===== src/prc_pkg.sv =====
// Shared types, widths and codes of the polyline cell rasterizer.
`default_nettype none
package prc_pkg;

	localparam int COORD_INT_BITS  = 14;
	localparam int COORD_FRAC_BITS = 8;
	localparam int SLOPE_FRAC_BITS = 16;
	localparam int QUEUE_DEPTH     = 2;

	localparam int VERT_W   = COORD_INT_BITS + COORD_FRAC_BITS;
	localparam int DW       = VERT_W + 1;
	localparam int CW       = DW - COORD_FRAC_BITS + 1;
	localparam int CELL_W   = 14;
	localparam int GRID_W   = 13;
	localparam int ONE_F    = 1 << COORD_FRAC_BITS;
	localparam int ONE_S    = 1 << SLOPE_FRAC_BITS;
	localparam int SH       = SLOPE_FRAC_BITS - COORD_FRAC_BITS;
	localparam int QW       = SLOPE_FRAC_BITS + 1;
	localparam int SLW      = SLOPE_FRAC_BITS + 2;
	localparam int ERR_W    = SLOPE_FRAC_BITS + 4;
	localparam int MPW      = DW + SH + 3;
	localparam int STEPS_W  = DW - COORD_FRAC_BITS;
	localparam int REM_W    = DW + 1;
	localparam int CNT_W    = $clog2(QW);
	localparam int DIST_W   = COORD_FRAC_BITS + 1;
	localparam int PROD_W   = QW + DIST_W;
	localparam int S_DATA_W = ((2 * VERT_W + 7) / 8) * 8;
	localparam int M_DATA_W = ((2 * CELL_W + 7) / 8) * 8;
	localparam int IDX_W    = 2;

	localparam logic OP_LOAD = 1'b0;
	localparam logic OP_STEP = 1'b1;

	localparam logic [IDX_W-1:0] REG_LINE_MODE    = 2'd0;
	localparam logic [IDX_W-1:0] REG_GRID_COLUMNS = 2'd1;
	localparam logic [IDX_W-1:0] REG_GRID_ROWS    = 2'd2;

	localparam logic MODE_THIN = 1'b0;

	typedef enum logic [1:0] {
		K_STEP,
		K_STORE,
		K_OPEN
	} prc_kind_t;

	typedef struct packed {
		prc_kind_t                 kind;
		logic signed [VERT_W-1:0]  ax;
		logic signed [VERT_W-1:0]  ay;
		logic signed [VERT_W-1:0]  bx;
		logic signed [VERT_W-1:0]  by;
	} prc_cmd_t;

	typedef enum logic [2:0] {
		PH_IDLE,
		PH_DDA,
		PH_PRE,
		PH_MAJOR,
		PH_INNER,
		PH_FIX,
		PH_LAST
	} prc_phase_t;

	typedef enum logic [2:0] {
		B_IDLE,
		B_ADV,
		B_DIV,
		B_FIN,
		B_ERR
	} prc_bstate_t;

endpackage
`default_nettype wire


===== src/polyline_cell_rasterizer_unit.sv =====
// Top level of the polyline cell rasterizer: config registers, front, queue, back.
// A step request of a thin walk or of a cell-emitting walk step is written straight into the result register.
// A step that crosses walk phases (at most two phase changes) runs further sequencer passes in B_ADV first.
// A segment-opening load runs the slope divider (1 bit/cycle), then B_FIN, and B_ERR as well when thick.
// Results leave through one output register; a two-entry queue decouples input and walk.
// Reset is asynchronous, active low: walk idle, no previous vertex, line_mode 1, grid 4096 x 4096.
`default_nettype none
module polyline_cell_rasterizer_unit #(
	parameter int FIFO_DEPTH = prc_pkg::QUEUE_DEPTH
) (
	input  wire logic                          clk,
	input  wire logic                          arst_n,
	input  wire logic                          s_tvalid,
	output logic                               s_tready,
	input  wire logic [prc_pkg::S_DATA_W-1:0]  s_tdata,  // vertex_x, vertex_y
	input  wire logic [1:0]                    s_tuser,  // opcode, part_start
	output logic                               m_tvalid,
	input  wire logic                          m_tready,
	output logic [prc_pkg::M_DATA_W-1:0]       m_tdata,  // cell_x, cell_y
	output logic [1:0]                         m_tuser,  // cell_valid, in_grid
	output logic                               m_tlast,  // segment_end
	input  wire logic                          cfg_valid,
	output logic                               cfg_ready,
	input  wire logic [prc_pkg::IDX_W-1:0]     cfg_index,
	input  wire logic [prc_pkg::GRID_W-1:0]    cfg_data
);
	import prc_pkg::*;

	logic              line_mode_q;
	logic [GRID_W-1:0] grid_columns_q;
	logic [GRID_W-1:0] grid_rows_q;
	logic              push, full, pop, not_empty;
	prc_cmd_t          push_data, pop_data;

	assign cfg_ready = 1'b1;

	always_ff @(posedge clk or negedge arst_n) begin
		if (!arst_n) begin
			line_mode_q    <= 1'b1;
			grid_columns_q <= GRID_W'(4096);
			grid_rows_q    <= GRID_W'(4096);
		end else if (cfg_valid) begin
			case (cfg_index)
				REG_LINE_MODE:    line_mode_q    <= cfg_data[0];
				REG_GRID_COLUMNS: grid_columns_q <= cfg_data;
				REG_GRID_ROWS:    grid_rows_q    <= cfg_data;
				default: begin
				end
			endcase
		end
	end

	prc_front u_front (
		.clk       (clk),
		.arst_n    (arst_n),
		.s_tvalid  (s_tvalid),
		.s_tready  (s_tready),
		.s_tdata   (s_tdata),
		.s_tuser   (s_tuser),
		.push      (push),
		.push_data (push_data),
		.full      (full)
	);

	prc_fifo #(
		.DEPTH (FIFO_DEPTH)
	) u_fifo (
		.clk       (clk),
		.arst_n    (arst_n),
		.push      (push),
		.push_data (push_data),
		.pop       (pop),
		.pop_data  (pop_data),
		.full      (full),
		.not_empty (not_empty)
	);

	prc_back u_back (
		.clk          (clk),
		.arst_n       (arst_n),
		.cmd_valid    (not_empty),
		.cmd          (pop_data),
		.cmd_pop      (pop),
		.line_mode    (line_mode_q),
		.grid_columns (grid_columns_q),
		.grid_rows    (grid_rows_q),
		.m_tvalid     (m_tvalid),
		.m_tready     (m_tready),
		.m_tdata      (m_tdata),
		.m_tuser      (m_tuser),
		.m_tlast      (m_tlast)
	);

endmodule
`default_nettype wire


===== src/prc_fifo.sv =====
// Short command queue between the front and the back of the rasterizer.
`default_nettype none
module prc_fifo #(
	parameter int DEPTH = 2
) (
	input  wire logic              clk,
	input  wire logic              arst_n,
	input  wire logic              push,
	input  wire prc_pkg::prc_cmd_t push_data,
	input  wire logic              pop,
	output prc_pkg::prc_cmd_t      pop_data,
	output logic                   full,
	output logic                   not_empty
);
	import prc_pkg::*;

	localparam int PW = (DEPTH > 1) ? $clog2(DEPTH) : 1;
	localparam int NW = $clog2(DEPTH + 1);

	prc_cmd_t        mem_q [DEPTH];
	logic [PW-1:0]   wr_q;
	logic [PW-1:0]   rd_q;
	logic [NW-1:0]   cnt_q;
	logic            do_push;
	logic            do_pop;

	assign full      = (cnt_q == NW'(DEPTH));
	assign not_empty = (cnt_q != '0);
	assign do_push   = push && !full;
	assign do_pop    = pop && not_empty;
	assign pop_data  = mem_q[rd_q];

	always_ff @(posedge clk) begin
		if (do_push) begin
			mem_q[wr_q] <= push_data;
		end
	end

	always_ff @(posedge clk or negedge arst_n) begin
		if (!arst_n) begin
			wr_q  <= '0;
			rd_q  <= '0;
			cnt_q <= '0;
		end else begin
			if (do_push) begin
				wr_q <= (wr_q == PW'(DEPTH - 1)) ? '0 : wr_q + 1'b1;
			end
			if (do_pop) begin
				rd_q <= (rd_q == PW'(DEPTH - 1)) ? '0 : rd_q + 1'b1;
			end
			if (do_push && !do_pop) begin
				cnt_q <= cnt_q + 1'b1;
			end else if (do_pop && !do_push) begin
				cnt_q <= cnt_q - 1'b1;
			end
		end
	end

endmodule
`default_nettype wire


===== src/prc_front.sv =====
// Input side: accept requests, keep the previous vertex, classify each request.
`default_nettype none
module prc_front (
	input  wire logic                          clk,
	input  wire logic                          arst_n,
	input  wire logic                          s_tvalid,
	output logic                               s_tready,
	input  wire logic [prc_pkg::S_DATA_W-1:0]  s_tdata,  // vertex_x, vertex_y
	input  wire logic [1:0]                    s_tuser,  // opcode, part_start
	output logic                               push,
	output prc_pkg::prc_cmd_t                  push_data,
	input  wire logic                          full
);
	import prc_pkg::*;

	logic signed [VERT_W-1:0] prev_x_q;
	logic signed [VERT_W-1:0] prev_y_q;
	logic                     have_prev_q;
	logic                     accept;
	logic signed [VERT_W-1:0] vx;
	logic signed [VERT_W-1:0] vy;

	assign s_tready = !full;
	assign accept   = s_tvalid && !full;
	assign push     = accept;
	assign vx       = s_tdata[VERT_W-1:0];
	assign vy       = s_tdata[2*VERT_W-1:VERT_W];

	always_comb begin
		push_data.ax = prev_x_q;
		push_data.ay = prev_y_q;
		push_data.bx = vx;
		push_data.by = vy;
		if (s_tuser[0] == OP_STEP) begin
			push_data.kind = K_STEP;
		end else if (s_tuser[1] || !have_prev_q) begin
			push_data.kind = K_STORE;
		end else begin
			push_data.kind = K_OPEN;
		end
	end

	always_ff @(posedge clk) begin
		if (accept && s_tuser[0] == OP_LOAD) begin
			prev_x_q <= vx;
			prev_y_q <= vy;
		end
	end

	always_ff @(posedge clk or negedge arst_n) begin
		if (!arst_n) begin
			have_prev_q <= 1'b0;
		end else if (accept && s_tuser[0] == OP_LOAD) begin
			have_prev_q <= 1'b1;
		end
	end

endmodule
`default_nettype wire


===== src/prc_back.sv =====
// Back side: segment setup with iterative slope divider, cell walk, result register.
`default_nettype none
module prc_back (
	input  wire logic                          clk,
	input  wire logic                          arst_n,
	input  wire logic                          cmd_valid,
	input  wire prc_pkg::prc_cmd_t             cmd,
	output logic                               cmd_pop,
	input  wire logic                          line_mode,
	input  wire logic [prc_pkg::GRID_W-1:0]    grid_columns,
	input  wire logic [prc_pkg::GRID_W-1:0]    grid_rows,
	output logic                               m_tvalid,
	input  wire logic                          m_tready,
	output logic [prc_pkg::M_DATA_W-1:0]       m_tdata,  // cell_x, cell_y
	output logic [1:0]                         m_tuser,  // cell_valid, in_grid
	output logic                               m_tlast   // segment_end
);
	import prc_pkg::*;

	prc_bstate_t state_q, state_nx;
	prc_phase_t  phase_q;

	logic signed [CW-1:0]     cur_x_q, cur_y_q, end_x_q, end_y_q;
	logic signed [MPW-1:0]    mp_q;
	logic [ERR_W-1:0]         err_q;
	logic signed [SLW-1:0]    slope_q;
	logic [STEPS_W-1:0]       steps_q;
	logic [2:0]               sgn_q;
	logic                     mode_q;
	logic                     dn_neg_q;
	logic [DW-1:0]            am_q;
	logic signed [DW-1:0]     start_n_q;
	logic [COORD_FRAC_BITS-1:0] fm_q, fn_q;
	logic [REM_W-1:0]         rem_q;
	logic [QW-1:0]            quo_q;
	logic [CNT_W-1:0]         cnt_q;
	logic [PROD_W-1:0]        prod_q;

	logic                     ov_q;
	logic signed [CW-1:0]     ox_q, oy_q;
	logic                     ovalid_q, ogrid_q, oend_q;

	// segment setup
	logic signed [DW-1:0] sax, say, sbx, sby, sdx, sdy, sdm, sdn, s_start_m, s_start_n;
	logic [DW-1:0]        adx, ady, s_am, s_an;
	logic signed [CW-1:0] s_cx, s_cy, s_ex, s_ey;
	logic                 s_ymaj, s_sm_neg, s_sn_neg, s_degen;

	always_comb begin
		sax = {cmd.ax[VERT_W-1], cmd.ax} + DW'(ONE_F / 2);
		say = {cmd.ay[VERT_W-1], cmd.ay} + DW'(ONE_F / 2);
		sbx = {cmd.bx[VERT_W-1], cmd.bx} + DW'(ONE_F / 2);
		sby = {cmd.by[VERT_W-1], cmd.by} + DW'(ONE_F / 2);
		s_cx = {sax[DW-1], sax[DW-1:COORD_FRAC_BITS]};
		s_cy = {say[DW-1], say[DW-1:COORD_FRAC_BITS]};
		s_ex = {sbx[DW-1], sbx[DW-1:COORD_FRAC_BITS]};
		s_ey = {sby[DW-1], sby[DW-1:COORD_FRAC_BITS]};
		s_degen = (s_cx == s_ex) && (s_cy == s_ey);
		sdx = {cmd.bx[VERT_W-1], cmd.bx} - {cmd.ax[VERT_W-1], cmd.ax};
		sdy = {cmd.by[VERT_W-1], cmd.by} - {cmd.ay[VERT_W-1], cmd.ay};
		adx = sdx[DW-1] ? DW'(-sdx) : DW'(sdx);
		ady = sdy[DW-1] ? DW'(-sdy) : DW'(sdy);
		s_ymaj = !(adx > ady);
		sdm = s_ymaj ? sdy : sdx;
		sdn = s_ymaj ? sdx : sdy;
		s_am = s_ymaj ? ady : adx;
		s_an = s_ymaj ? adx : ady;
		s_start_m = s_ymaj ? say : sax;
		s_start_n = s_ymaj ? sax : say;
		s_sm_neg = sdm[DW-1];
		s_sn_neg = !(sdn > 0);
	end

	// one pass of the walk sequencer
	logic                 ymaj, sm_neg, sn_neg;
	logic signed [CW-1:0] mj, mn, mj_end, mn_end, nx_mj, nx_mn, nx_cx, nx_cy;
	logic signed [CW-1:0] sm_step, sn_step;
	logic signed [MPW-1:0] mp_add, nx_mp;
	logic [ERR_W-1:0]     nx_err;
	logic [STEPS_W-1:0]   nx_steps;
	prc_phase_t           nx_phase;
	logic                 adv_done, adv_more;

	always_comb begin
		ymaj    = sgn_q[2];
		sm_neg  = sgn_q[0];
		sn_neg  = sgn_q[1];
		mj      = ymaj ? cur_y_q : cur_x_q;
		mn      = ymaj ? cur_x_q : cur_y_q;
		mj_end  = ymaj ? end_y_q : end_x_q;
		mn_end  = ymaj ? end_x_q : end_y_q;
		sm_step = sm_neg ? -CW'(1) : CW'(1);
		sn_step = sn_neg ? -CW'(1) : CW'(1);
		mp_add  = mp_q + {{(MPW-SLW){slope_q[SLW-1]}}, slope_q};
		adv_done = 1'b0;
		adv_more = 1'b0;
		nx_phase = phase_q;
		nx_mj    = mj;
		nx_mn    = mn;
		nx_mp    = mp_q;
		nx_err   = err_q;
		nx_steps = steps_q;
		case (phase_q)
			PH_DDA: begin
				adv_done = 1'b1;
				if (steps_q != '0) begin
					adv_more = 1'b1;
					nx_steps = steps_q - 1'b1;
					nx_mj    = mj + sm_step;
					nx_mp    = mp_add;
					nx_mn    = mp_add[SLOPE_FRAC_BITS+CW-1:SLOPE_FRAC_BITS];
				end
			end
			PH_PRE: begin
				if (err_q > ERR_W'(ONE_S)) begin
					adv_done = 1'b1;
					adv_more = 1'b1;
					nx_err   = err_q - ERR_W'(ONE_S);
					nx_mn    = mn + sn_step;
				end else begin
					nx_phase = PH_MAJOR;
				end
			end
			PH_MAJOR: begin
				if (mj != mj_end) begin
					adv_done = 1'b1;
					adv_more = 1'b1;
					nx_mj    = mj + sm_step;
					nx_err   = err_q + ERR_W'($unsigned(slope_q));
					nx_phase = PH_INNER;
				end else begin
					nx_phase = PH_FIX;
				end
			end
			PH_INNER: begin
				if (mj != mj_end && err_q > ERR_W'(ONE_S)) begin
					adv_done = 1'b1;
					adv_more = 1'b1;
					nx_err   = err_q - ERR_W'(ONE_S);
					nx_mn    = mn + sn_step;
				end else begin
					nx_phase = PH_MAJOR;
				end
			end
			PH_FIX: begin
				adv_done = 1'b1;
				if (mn != mn_end) begin
					adv_more = 1'b1;
					nx_mn    = (mn < mn_end) ? mn + CW'(1) : mn - CW'(1);
				end
			end
			default: begin
				adv_done = 1'b1;
			end
		endcase
		nx_cx = ymaj ? nx_mn : nx_mj;
		nx_cy = ymaj ? nx_mj : nx_mn;
	end

	// control outputs
	logic out_free, adv_en, emit, out_we;

	always_comb begin
		out_free = !ov_q || m_tready;
		cmd_pop  = (state_q == B_IDLE) && cmd_valid && out_free;
		adv_en   = (cmd_pop && cmd.kind == K_STEP && phase_q != PH_IDLE) || (state_q == B_ADV);
		emit     = adv_en && adv_done;
		out_we   = (cmd_pop && (cmd.kind != K_STEP || phase_q == PH_IDLE)) || emit;
	end

	// next state
	always_comb begin
		state_nx = state_q;
		case (state_q)
			B_IDLE: begin
				if (cmd_pop) begin
					if (cmd.kind == K_OPEN && !s_degen) begin
						state_nx = B_DIV;
					end else if (adv_en && !adv_done) begin
						state_nx = B_ADV;
					end
				end
			end
			B_ADV: begin
				if (adv_done) begin
					state_nx = B_IDLE;
				end
			end
			B_DIV: begin
				if (cnt_q == CNT_W'(QW - 1)) begin
					state_nx = B_FIN;
				end
			end
			B_FIN: begin
				state_nx = (mode_q == MODE_THIN) ? B_IDLE : B_ERR;
			end
			B_ERR: begin
				state_nx = B_IDLE;
			end
			default: begin
				state_nx = B_IDLE;
			end
		endcase
	end

	logic [REM_W-1:0]  div_t;
	logic              div_ge;
	logic [SLW-1:0]    thin_mag;
	logic [DIST_W-1:0] bound_dist, fnsel;

	always_comb begin
		div_t      = (cnt_q == '0) ? rem_q : {rem_q[REM_W-2:0], 1'b0};
		div_ge     = div_t >= REM_W'(am_q);
		thin_mag   = SLW'(quo_q) + SLW'(dn_neg_q && rem_q != '0);
		bound_dist = sm_neg ? {1'b0, fm_q} : DIST_W'(ONE_F) - {1'b0, fm_q};
		fnsel      = sn_neg ? DIST_W'(ONE_F) - {1'b0, fn_q} : {1'b0, fn_q};
	end

	always_ff @(posedge clk or negedge arst_n) begin
		if (!arst_n) begin
			state_q <= B_IDLE;
			phase_q <= PH_IDLE;
			ov_q    <= 1'b0;
			cnt_q   <= '0;
		end else begin
			state_q <= state_nx;
			if (out_we) begin
				ov_q <= 1'b1;
			end else if (m_tready) begin
				ov_q <= 1'b0;
			end
			if (adv_en) begin
				phase_q <= (adv_done && !adv_more) ? PH_IDLE : nx_phase;
			end else if (cmd_pop && cmd.kind == K_STORE) begin
				phase_q <= PH_IDLE;
			end else if (cmd_pop && cmd.kind == K_OPEN) begin
				phase_q <= s_degen ? PH_LAST : PH_IDLE;
			end else if (state_q == B_FIN && mode_q == MODE_THIN) begin
				phase_q <= PH_DDA;
			end else if (state_q == B_ERR) begin
				phase_q <= PH_PRE;
			end
			if (cmd_pop) begin
				cnt_q <= '0;
			end else if (state_q == B_DIV) begin
				cnt_q <= cnt_q + 1'b1;
			end
		end
	end

	always_ff @(posedge clk) begin
		if (out_we) begin
			ovalid_q <= emit;
			ox_q     <= emit ? cur_x_q : '0;
			oy_q     <= emit ? cur_y_q : '0;
			ogrid_q  <= emit && !cur_x_q[CW-1] && !cur_y_q[CW-1]
				&& (cur_x_q[CW-2:0] < (CW-1)'(grid_columns))
				&& (cur_y_q[CW-2:0] < (CW-1)'(grid_rows));
			oend_q   <= emit && !adv_more;
		end
		if (adv_en) begin
			cur_x_q <= nx_cx;
			cur_y_q <= nx_cy;
			mp_q    <= nx_mp;
			err_q   <= nx_err;
			steps_q <= nx_steps;
		end else if (cmd_pop && cmd.kind == K_OPEN) begin
			cur_x_q   <= s_cx;
			cur_y_q   <= s_cy;
			end_x_q   <= s_ex;
			end_y_q   <= s_ey;
			sgn_q     <= s_degen ? 3'b000 : {s_ymaj, s_sn_neg, s_sm_neg};
			mode_q    <= line_mode;
			dn_neg_q  <= sdn[DW-1];
			am_q      <= s_am;
			start_n_q <= s_start_n;
			fm_q      <= s_start_m[COORD_FRAC_BITS-1:0];
			fn_q      <= s_start_n[COORD_FRAC_BITS-1:0];
			rem_q     <= REM_W'(s_an);
			quo_q     <= '0;
		end else if (state_q == B_DIV) begin
			rem_q <= div_ge ? div_t - REM_W'(am_q) : div_t;
			quo_q <= {quo_q[QW-2:0], div_ge};
		end else if (state_q == B_FIN) begin
			if (mode_q == MODE_THIN) begin
				slope_q <= dn_neg_q ? -$signed(thin_mag) : $signed(thin_mag);
				mp_q    <= {{(MPW-DW){start_n_q[DW-1]}}, start_n_q} <<< SH;
				steps_q <= am_q[DW-1:COORD_FRAC_BITS];
			end else begin
				slope_q <= $signed(SLW'(quo_q));
				prod_q  <= PROD_W'(quo_q) * PROD_W'(bound_dist);
			end
		end else if (state_q == B_ERR) begin
			err_q <= (ERR_W'(fnsel) << SH) + ERR_W'(prod_q >> COORD_FRAC_BITS);
		end
	end

	assign m_tvalid = ov_q;
	assign m_tdata  = {{(M_DATA_W-2*CELL_W){1'b0}}, oy_q[CELL_W-1:0], ox_q[CELL_W-1:0]};
	assign m_tuser  = {ogrid_q, ovalid_q};
	assign m_tlast  = oend_q;

	a_div_bound: assert property (@(posedge clk) disable iff (!arst_n)
		(state_q == B_DIV) |-> (cnt_q < CNT_W'(QW)))
		else $error("slope divider ran past its last quotient bit");
	a_no_overwrite: assert property (@(posedge clk) disable iff (!arst_n)
		out_we |-> (!ov_q || m_tready))
		else $error("result register overwritten while stalled");
	a_adv_phase: assert property (@(posedge clk) disable iff (!arst_n)
		(state_q == B_ADV) |-> (phase_q != PH_IDLE && phase_q != PH_DDA))
		else $error("walk sequencer pass in a phase that always returns");

endmodule
`default_nettype wire

===== config.mk =====
export PLATFORM = sky130hd
export DESIGN_NAME = polyline_cell_rasterizer_unit
export DESIGN_NICKNAME = d
export VERILOG_FILES = /design/src/prc_pkg.sv /design/src/polyline_cell_rasterizer_unit.sv /design/src/prc_fifo.sv /design/src/prc_front.sv /design/src/prc_back.sv
export SDC_FILE = /design/constraint.sdc
export NUM_CORES = 2
export LEC_CHECK = 0
export BUFFER_PORTS_ARGS = -buffer_cell sky130_fd_sc_hd__buf_2
export CAP_MARGIN = 20
export CORE_MARGIN = 2
export CORE_UTILIZATION = 60
export DETAILED_ROUTE_END_ITERATION = 16
export PLACE_DENSITY = 0.89
export SYNTH_ARGS = -nofsm -noshare
export SYNTH_HDL_FRONTEND = slang
export SYNTH_SLANG_ARGS = --single-unit

===== constraint.sdc =====
create_clock -name clk -period 15.38 [get_ports clk]
set_input_delay 1.538 -clock clk [delete_from_list [all_inputs] [get_ports clk]]
set_output_delay 1.538 -clock clk [all_outputs]
set_load 0.02 [all_outputs]

## After elaboration in Yosys (flattened, before gate mapping)

Memories as Yosys holds them, arrays and structs flattened.
Cells that the tools add are included.

- Reductions and logical operators: 72
- Equal/unequal tests: 36
- $add $sub $neg: 27
- $lt $le $gt $ge: 7
- Bitwise logic cells: 5
- $mul: 1
- Multiplexer cells: 98

Operators with widths:

| operator | number |
|---|---|
| $mux W16 | 19 |
| $mux W34 | 7 |
| $mux W23 | 8 |
| $mux W20 | 8 |
| $mux W15 | 7 |
| $add A22 B9 Y23 const B | 4 |
| $mux W24 | 3 |
| $pmux W16 S4 | 1 |
| $pmux W20 S3 | 1 |
| $neg A23 Y23 | 2 |
| $sub A22 B22 Y23 | 2 |
| $mux W3 | 15 |
| $add A34 B34 Y34 | 1 |
| $mux W17 | 2 |
| $add A16 B16 Y16 | 2 |
| $ne A16 B16 Y1 | 2 |
| $pmux W16 S2 | 1 |
| $eq A15 B15 Y1 | 2 |
| $lt A15 B13 Y1 | 2 |
| $logic_and A1 B1 Y1 | 26 |
| $mul A17 B9 Y26 | 1 |
| $ge A24 B23 Y1 | 1 |
| $reduce_bool A24 Y1 | 1 |
| $sub A24 B23 Y24 | 1 |
| 53 further kinds | 127 |

- Memory bits (writable): 180
- Input bits: 70
- Memories kept: 1
- Output and inout port bits: 38
- Flip-flop bits (word level): 402

Memory list:

| name | depth | width | read ports | clocked after memory_dff | wr ports | line | source |
|---|---|---|---|---|---|---|---|
| u_fifo.mem_q | 2 | 90 | 1 | 0 | 1 | prc_fifo.sv:20 | `prc_cmd_t mem_q [DEPTH];` |

## Logic depth before layout (Yosys ltp)

- Word-level depth: 11
- Gate-level depth with buffers: 36
- Gate-level depth less buffers: 27

## By module

Synthesis repeated with hierarchy kept, for this count alone.

- Cells, all modules: 4133
- Area, all modules: 42230.5 µm²

By module, submodules not included:

| module | area an instance (µm²) | times used | cells an instance | seq. area each (µm²) |
|---|---|---|---|---|
| prc_back | 32625.0 | 1 | 3677 | 9188.8 |
| prc_fifo | 6741.5 | 1 | 299 | 5505.3 |
| prc_front | 1724.2 | 1 | 96 | 1346.3 |
| polyline_cell_rasterizer_unit | 1139.8 | 1 | 61 | 679.4 |

## Worst setup path after synthesis

No wires, ideal clock.

- Path kind: flip-flop to flip-flop
- Start point: reg u_fifo.rd_q
- End point: reg u_back.rem_q[14] (data pin)
- Slack: 7.318 ns
- Setup time: 0.263 ns
- Buffers on the path: 8
- Data arrival time: 7.799 ns
- Cell stages (with the launch flop): 32
- Cells stage by stage: dfrtp_1 > buf_2 > buf_1 > buf_2 > buf_1 > buf_1 > buf_2 > buf_1 > mux2i_1 > ha_1 > inv_1 > fa_1 > a211oi_2 > o21ai_0 > a221oi_2 > a21oi_1 > xor2_1 > nor4_1 > nand2_1 > o31ai_1 > xor2_1 > inv_1 > ha_1 > a2111oi_0 > nand2_1 > a21oi_1 > o21ai_0 > and3_1 > a211oi_2 > clkbuf_1 > o21ai_0 > a31o_2

- Word-level cells in the longest chain between the ends: 7
- Elaborated cells on any way between the ends: 12

RTL lines:

| what | line | source |
|---|---|---|
| from (decl) | prc_fifo.sv:22 | `logic [PW-1:0] rd_q;` |
| from (signal assigned) | prc_fifo.sv:49 | `rd_q <= (rd_q == PW'(DEPTH - 1)) ? '0 : rd_q + 1'b1;` |
| $mem_v2 Z2 W90 * | n/a |  |
| $sub A22 B22 Y23, on equally long branches | prc_back.sv:59, prc_back.sv:60 |  |
| $neg A23 Y23, on equally long branches | prc_back.sv:61, prc_back.sv:62 |  |
| $mux W23, on equally long branches | prc_back.sv:61, prc_back.sv:62 |  |
| $gt A23 B23 Y1 | prc_back.sv:63 | `s_ymaj = !(adx > ady);` |
| $mux W23 | prc_back.sv:67 | `s_an = s_ymaj ? adx : ady;` |
| $mux W23 * | prc_back.sv:267 | `end else if (cmd_pop && cmd.kind == K_OPEN) begin` |
| to (signal assigned) | prc_back.sv:279 | `rem_q <= REM_W'(s_an);` |
| to (signal assigned) | prc_back.sv:282 | `rem_q <= div_ge ? div_t - REM_W'(am_q) : div_t;` |
| to (decl) | prc_back.sv:34 | `logic [REM_W-1:0] rem_q;` |

Mark *: on every way between the ends. The rest lies on a longest branch, timed or not.
A chain may end at the register's enable or synchronous reset.

## Final worst setup path

- Start point: reg u_fifo.rd_q
- End point: reg u_back.start_n_q[12] (data pin)

- Word-level cells in the longest chain between the ends: 6
- Elaborated cells on any way between the ends: 11

RTL lines:

| what | line | source |
|---|---|---|
| $mem_v2 Z2 W90 * | n/a |  |
| $sub A22 B22 Y23, on equally long branches | prc_back.sv:59, prc_back.sv:60 |  |
| $neg A23 Y23, on equally long branches | prc_back.sv:61, prc_back.sv:62 |  |
| $mux W23, on equally long branches | prc_back.sv:61, prc_back.sv:62 |  |
| $gt A23 B23 Y1 | prc_back.sv:63 |  |
| $mux W23 * | prc_back.sv:69 | `s_start_n = s_ymaj ? sax : say;` |
| named net u_back.s_start_n[12] | prc_back.sv:44 | `logic signed [DW-1:0] sax, say, sbx, sby, sdx, sdy, sdm, sdn, s_start_m, s_start_n;` |
| to (signal assigned) | prc_back.sv:276 | `start_n_q <= s_start_n;` |
| to (decl) | prc_back.sv:32 | `logic signed [DW-1:0] start_n_q;` |

The timed path passes the listed nets; every way through them passes the cells marked *.

==> run_results.csv <==
group,metric,value,unit
timing,relSlewSlack,11.06,%
routing,drc,0,
timing,drv_slew,0,
worst_setup_path,crit_fanout,63,
timing,finClkSkew,0.05955,ns
grt,grt_pass1_vias,32340,
grt,gr-usage-all-layers,29.63,%
routing,routed.top_layer,"met5",
grt,grt_pass1_wl,172800,µm
synth,postSynthRegisterBits,564,
clock_tree,clock-sinks,564,
synth,synth_top_cell_area_share,37.01,%
finish,drive_gt1_share,10.11,%
routing,routed-wl-met3,11050,µm
timing,hold_violations,0,
synth,synth_compound_area_share,14.23,%
timing,fin_crit,9.289,ns
timing,setup_violations,0,
synth,synth_fa_ha_area_share,13.95,%
die,initial_core_util,60.46,%
finish,multi_input_area,23820,µm²
placed_design,place.gp.congestion,0.9901,
worst_setup_path,start_kind,"flip-flop",
routing,wl_met1,42890,µm
timing,fmax,107.6,MHz
clock_tree,tritoncts,"built",
routing,drtPass1Iterations,9,
finish,fill_cells,5030,
finish,seq_area,16720,µm²
worst_setup_path,arrival,9.65,ns
timing,fin_crit_sh,60.40,%
synth,synth_enable_flop_cells,520,
routing,drt_iter0_markers,3850,
grt,gr-total-overflow,0,
clock_tree,htreeDepth,2,
clock_tree,clk_path_buf_depth,3,
die,die_h,269.2,µm
placed_design,portBuffers,98,
synth,synth-xor-area-share,7.069,%
synth,synth_top_flop_cell,"edfxtp_1",
timing,final.setup.tns,0,ns
routing,post_drt_wl_per_cell,21.27,µm
die,num_rows,97,
synth,yosysWarnings,0,
synth,async_flop_share,7.801,%
clock_tree,holdBufCountCts,0,
die,ioPinCount,108,
finish,fin_nets,4655,
grt,grt_max_degree,103,
grt,antenna_found_initial,1,
synth,postSynthCellCount,4157,
clock_tree,cts_resized,0,
clock_tree,post-cts-setup-buffers,0,
timing,tightest_slew,1.334,ns
synth,yosysSeqAreaShare,39.62,%
worst_setup_path,path_class,"reg2reg",
routing,dr_wl_met2,51890,µm
timing,rsz0062_at_grt,"false",
routing,vias,33430,
synth,synth.area.mux_share,5.862,%
synth,netlist_area,42200,µm²
synth,synth_cell_types,96,
placed_design,dpl.hpwl,80740,µm
synth,synth_commonest_cells,"edfxtp_1, nand2_1, ha_1",
synth,syn_area_per_cell,10.15,µm²
worst_hold_path,min_path_type,"reg2reg",
clock_tree,clkTransAtPathRegs,0.06,ns
die,core,69790,µm²
routing,finalWirelength,110000,µm
worst_setup_path,cp.required,15.74,ns
worst_setup_path,cp-end-kind,"flip-flop",
clock_tree,worstSkewPairLatency,0.67,ns
die,dieArea,72460,µm²
synth,yosys.area_share.simple,15.10,%
clock_tree,ctsRootBufferMaster,"clkbuf_16",
routing,vias_per_cell,6.462,
die,fp.dieW,269.2,µm
routing,antenna_left,0,
job,maxCapViolations,0,
synth,ys_top_cells_by_area,"edfxtp_1, ha_1, fa_1",
status,status,"finished clean",
synth,synth_most_common_cell,"edfxtp_1",
synth,synth_area_leader_cell,"edfxtp_1",
finish,num_antenna_cells,0,
synth,synth_top_family_by_area,"simple AND/OR/NAND/NOR gates",
clock_tree,cts_buffers,58,
finish,syn_to_final_growth,8.344,%
## cells by family (layout without fill, tap and decap cells)
group,after synthesis,in the layout
adders and majority gates,402,402
muxes,232,232
and+or+nand+nor,1266,1266
other,2,5
xor gates and xnor gates,339,339
buffers and inverters,446,519
DFF,564,564
AOI/OAI and AO/OA,906,906
## flip-flops by register name, summed over array words and instances (netlist names), 14 cells and up
register	cells
u_back.slope_q	18
u_back.am_q	23
u_back.end_y_q	15
u_back.quo_q	17
u_fifo.mem_q	180
u_back.end_x_q	15
u_back.cur_x_q	16
u_front.prev_x_q	22
u_front.prev_y_q	22
u_back.mp_q	32
u_back.err_q	20
u_back.cur_y_q	16
u_back.prod_q	18
u_back.ox_q	14
u_back.rem_q	24
u_back.oy_q	14
u_back.steps_q	15
u_back.start_n_q	16
## cell usage in the layout (no fill, tap or decap), types with 99 or more instances in the layout
cell type	count
nor3_1	118
o21ai_0	218
nor2_1	223
inv_1	270
a21oi_1	211
mux2_2	121
nor2b_1	104
buf_2	99
xnor2_1	192
mux2i_1	111
fa_1	114
ha_1	288
edfxtp_1	520
xor2_1	146
nand2_1	368
## worst max-delay path, cell delays in order, from the launching register on
cell and delay (ns):
dfrtp_4 0.87, buf_4 0.67, buf_4 0.58, mux2i_1 0.70, ha_1 0.43, o211a_1 0.18, a221oi_2 0.53, a21oi_1 0.20
xor2_1 0.22, nor4_1 0.40, nand2_1 0.21, o31ai_1 0.33, xor2_1 0.38, inv_1 0.09, ha_1 0.35, a2111oi_0 0.46
nand2_1 0.12, a21oi_1 0.13, o21ai_0 0.13, and3_1 0.25, a21oi_2 0.22, o31ai_4 0.09, buf_4 0.23, nand2_2 0.14
buf_4 0.52, mux2_2 0.42
## final timing paths
path,to,cells past startpoint,startpoint,slack [ns]
min reg2reg,u_fifo.mem_q[1][47],0,u_front.prev_y_q[3],0.44
max reg2reg,u_back.start_n_q[12],25,u_fifo.rd_q,6.09
max in group asynchronous,u_fifo.rd_q,2,arst_n,13.89
max,u_back.start_n_q[12],25,u_fifo.rd_q,6.09
min in group asynchronous,grid_columns_q[4],2,arst_n,0.98
min,u_fifo.mem_q[1][47],0,u_front.prev_y_q[3],0.44
## per-stage QoR
stage | hold WS, ns | area, µm² | utilization [%] | worst slack (ns) | cells
after floorplan | 0.4215 | 42210 | - | 7.318 | 4160
after global placement | 0.4228 | 43510 | 62.35 | 6.506 | 5061
after detailed placement | 0.4304 | 43510 | 62.35 | 6.441 | 5061
after CTS | 0.4450 | 45690 | 65.47 | 6.299 | 5171
after global routing | 0.4512 | 45720 | 65.51 | 5.613 | 5173
final | 0.4445 | 45720 | 65.51 | 6.091 | 5173
## area by class of cell
class | instances | share of cell area, %
Multi-Input combinational cell | 3150 | 52.10
Sequential cell | 564 | 36.58
Clock buffer | 62 | 3.230
Tap cell | 940 | 2.573
Inverter | 272 | 2.239
Timing Repair Buffer | 137 | 1.735
Clock inverter | 48 | 1.544
## routing by layer
| layer | GRT usage, % | vias to the layer above |
|---|---|---|
| li1 | - | 15170 |
| met1 | 39.73 | 16100 |
| met2 | 48.64 | 1822 |
| met3 | 5.023 | 334 |
| met4 | 10.59 | 2 |
| met5 | 0 | - |
Power is left out: the tool's default activity adds up to more than one toggle a clock period on the data nets, which glitch-free logic cannot reach.
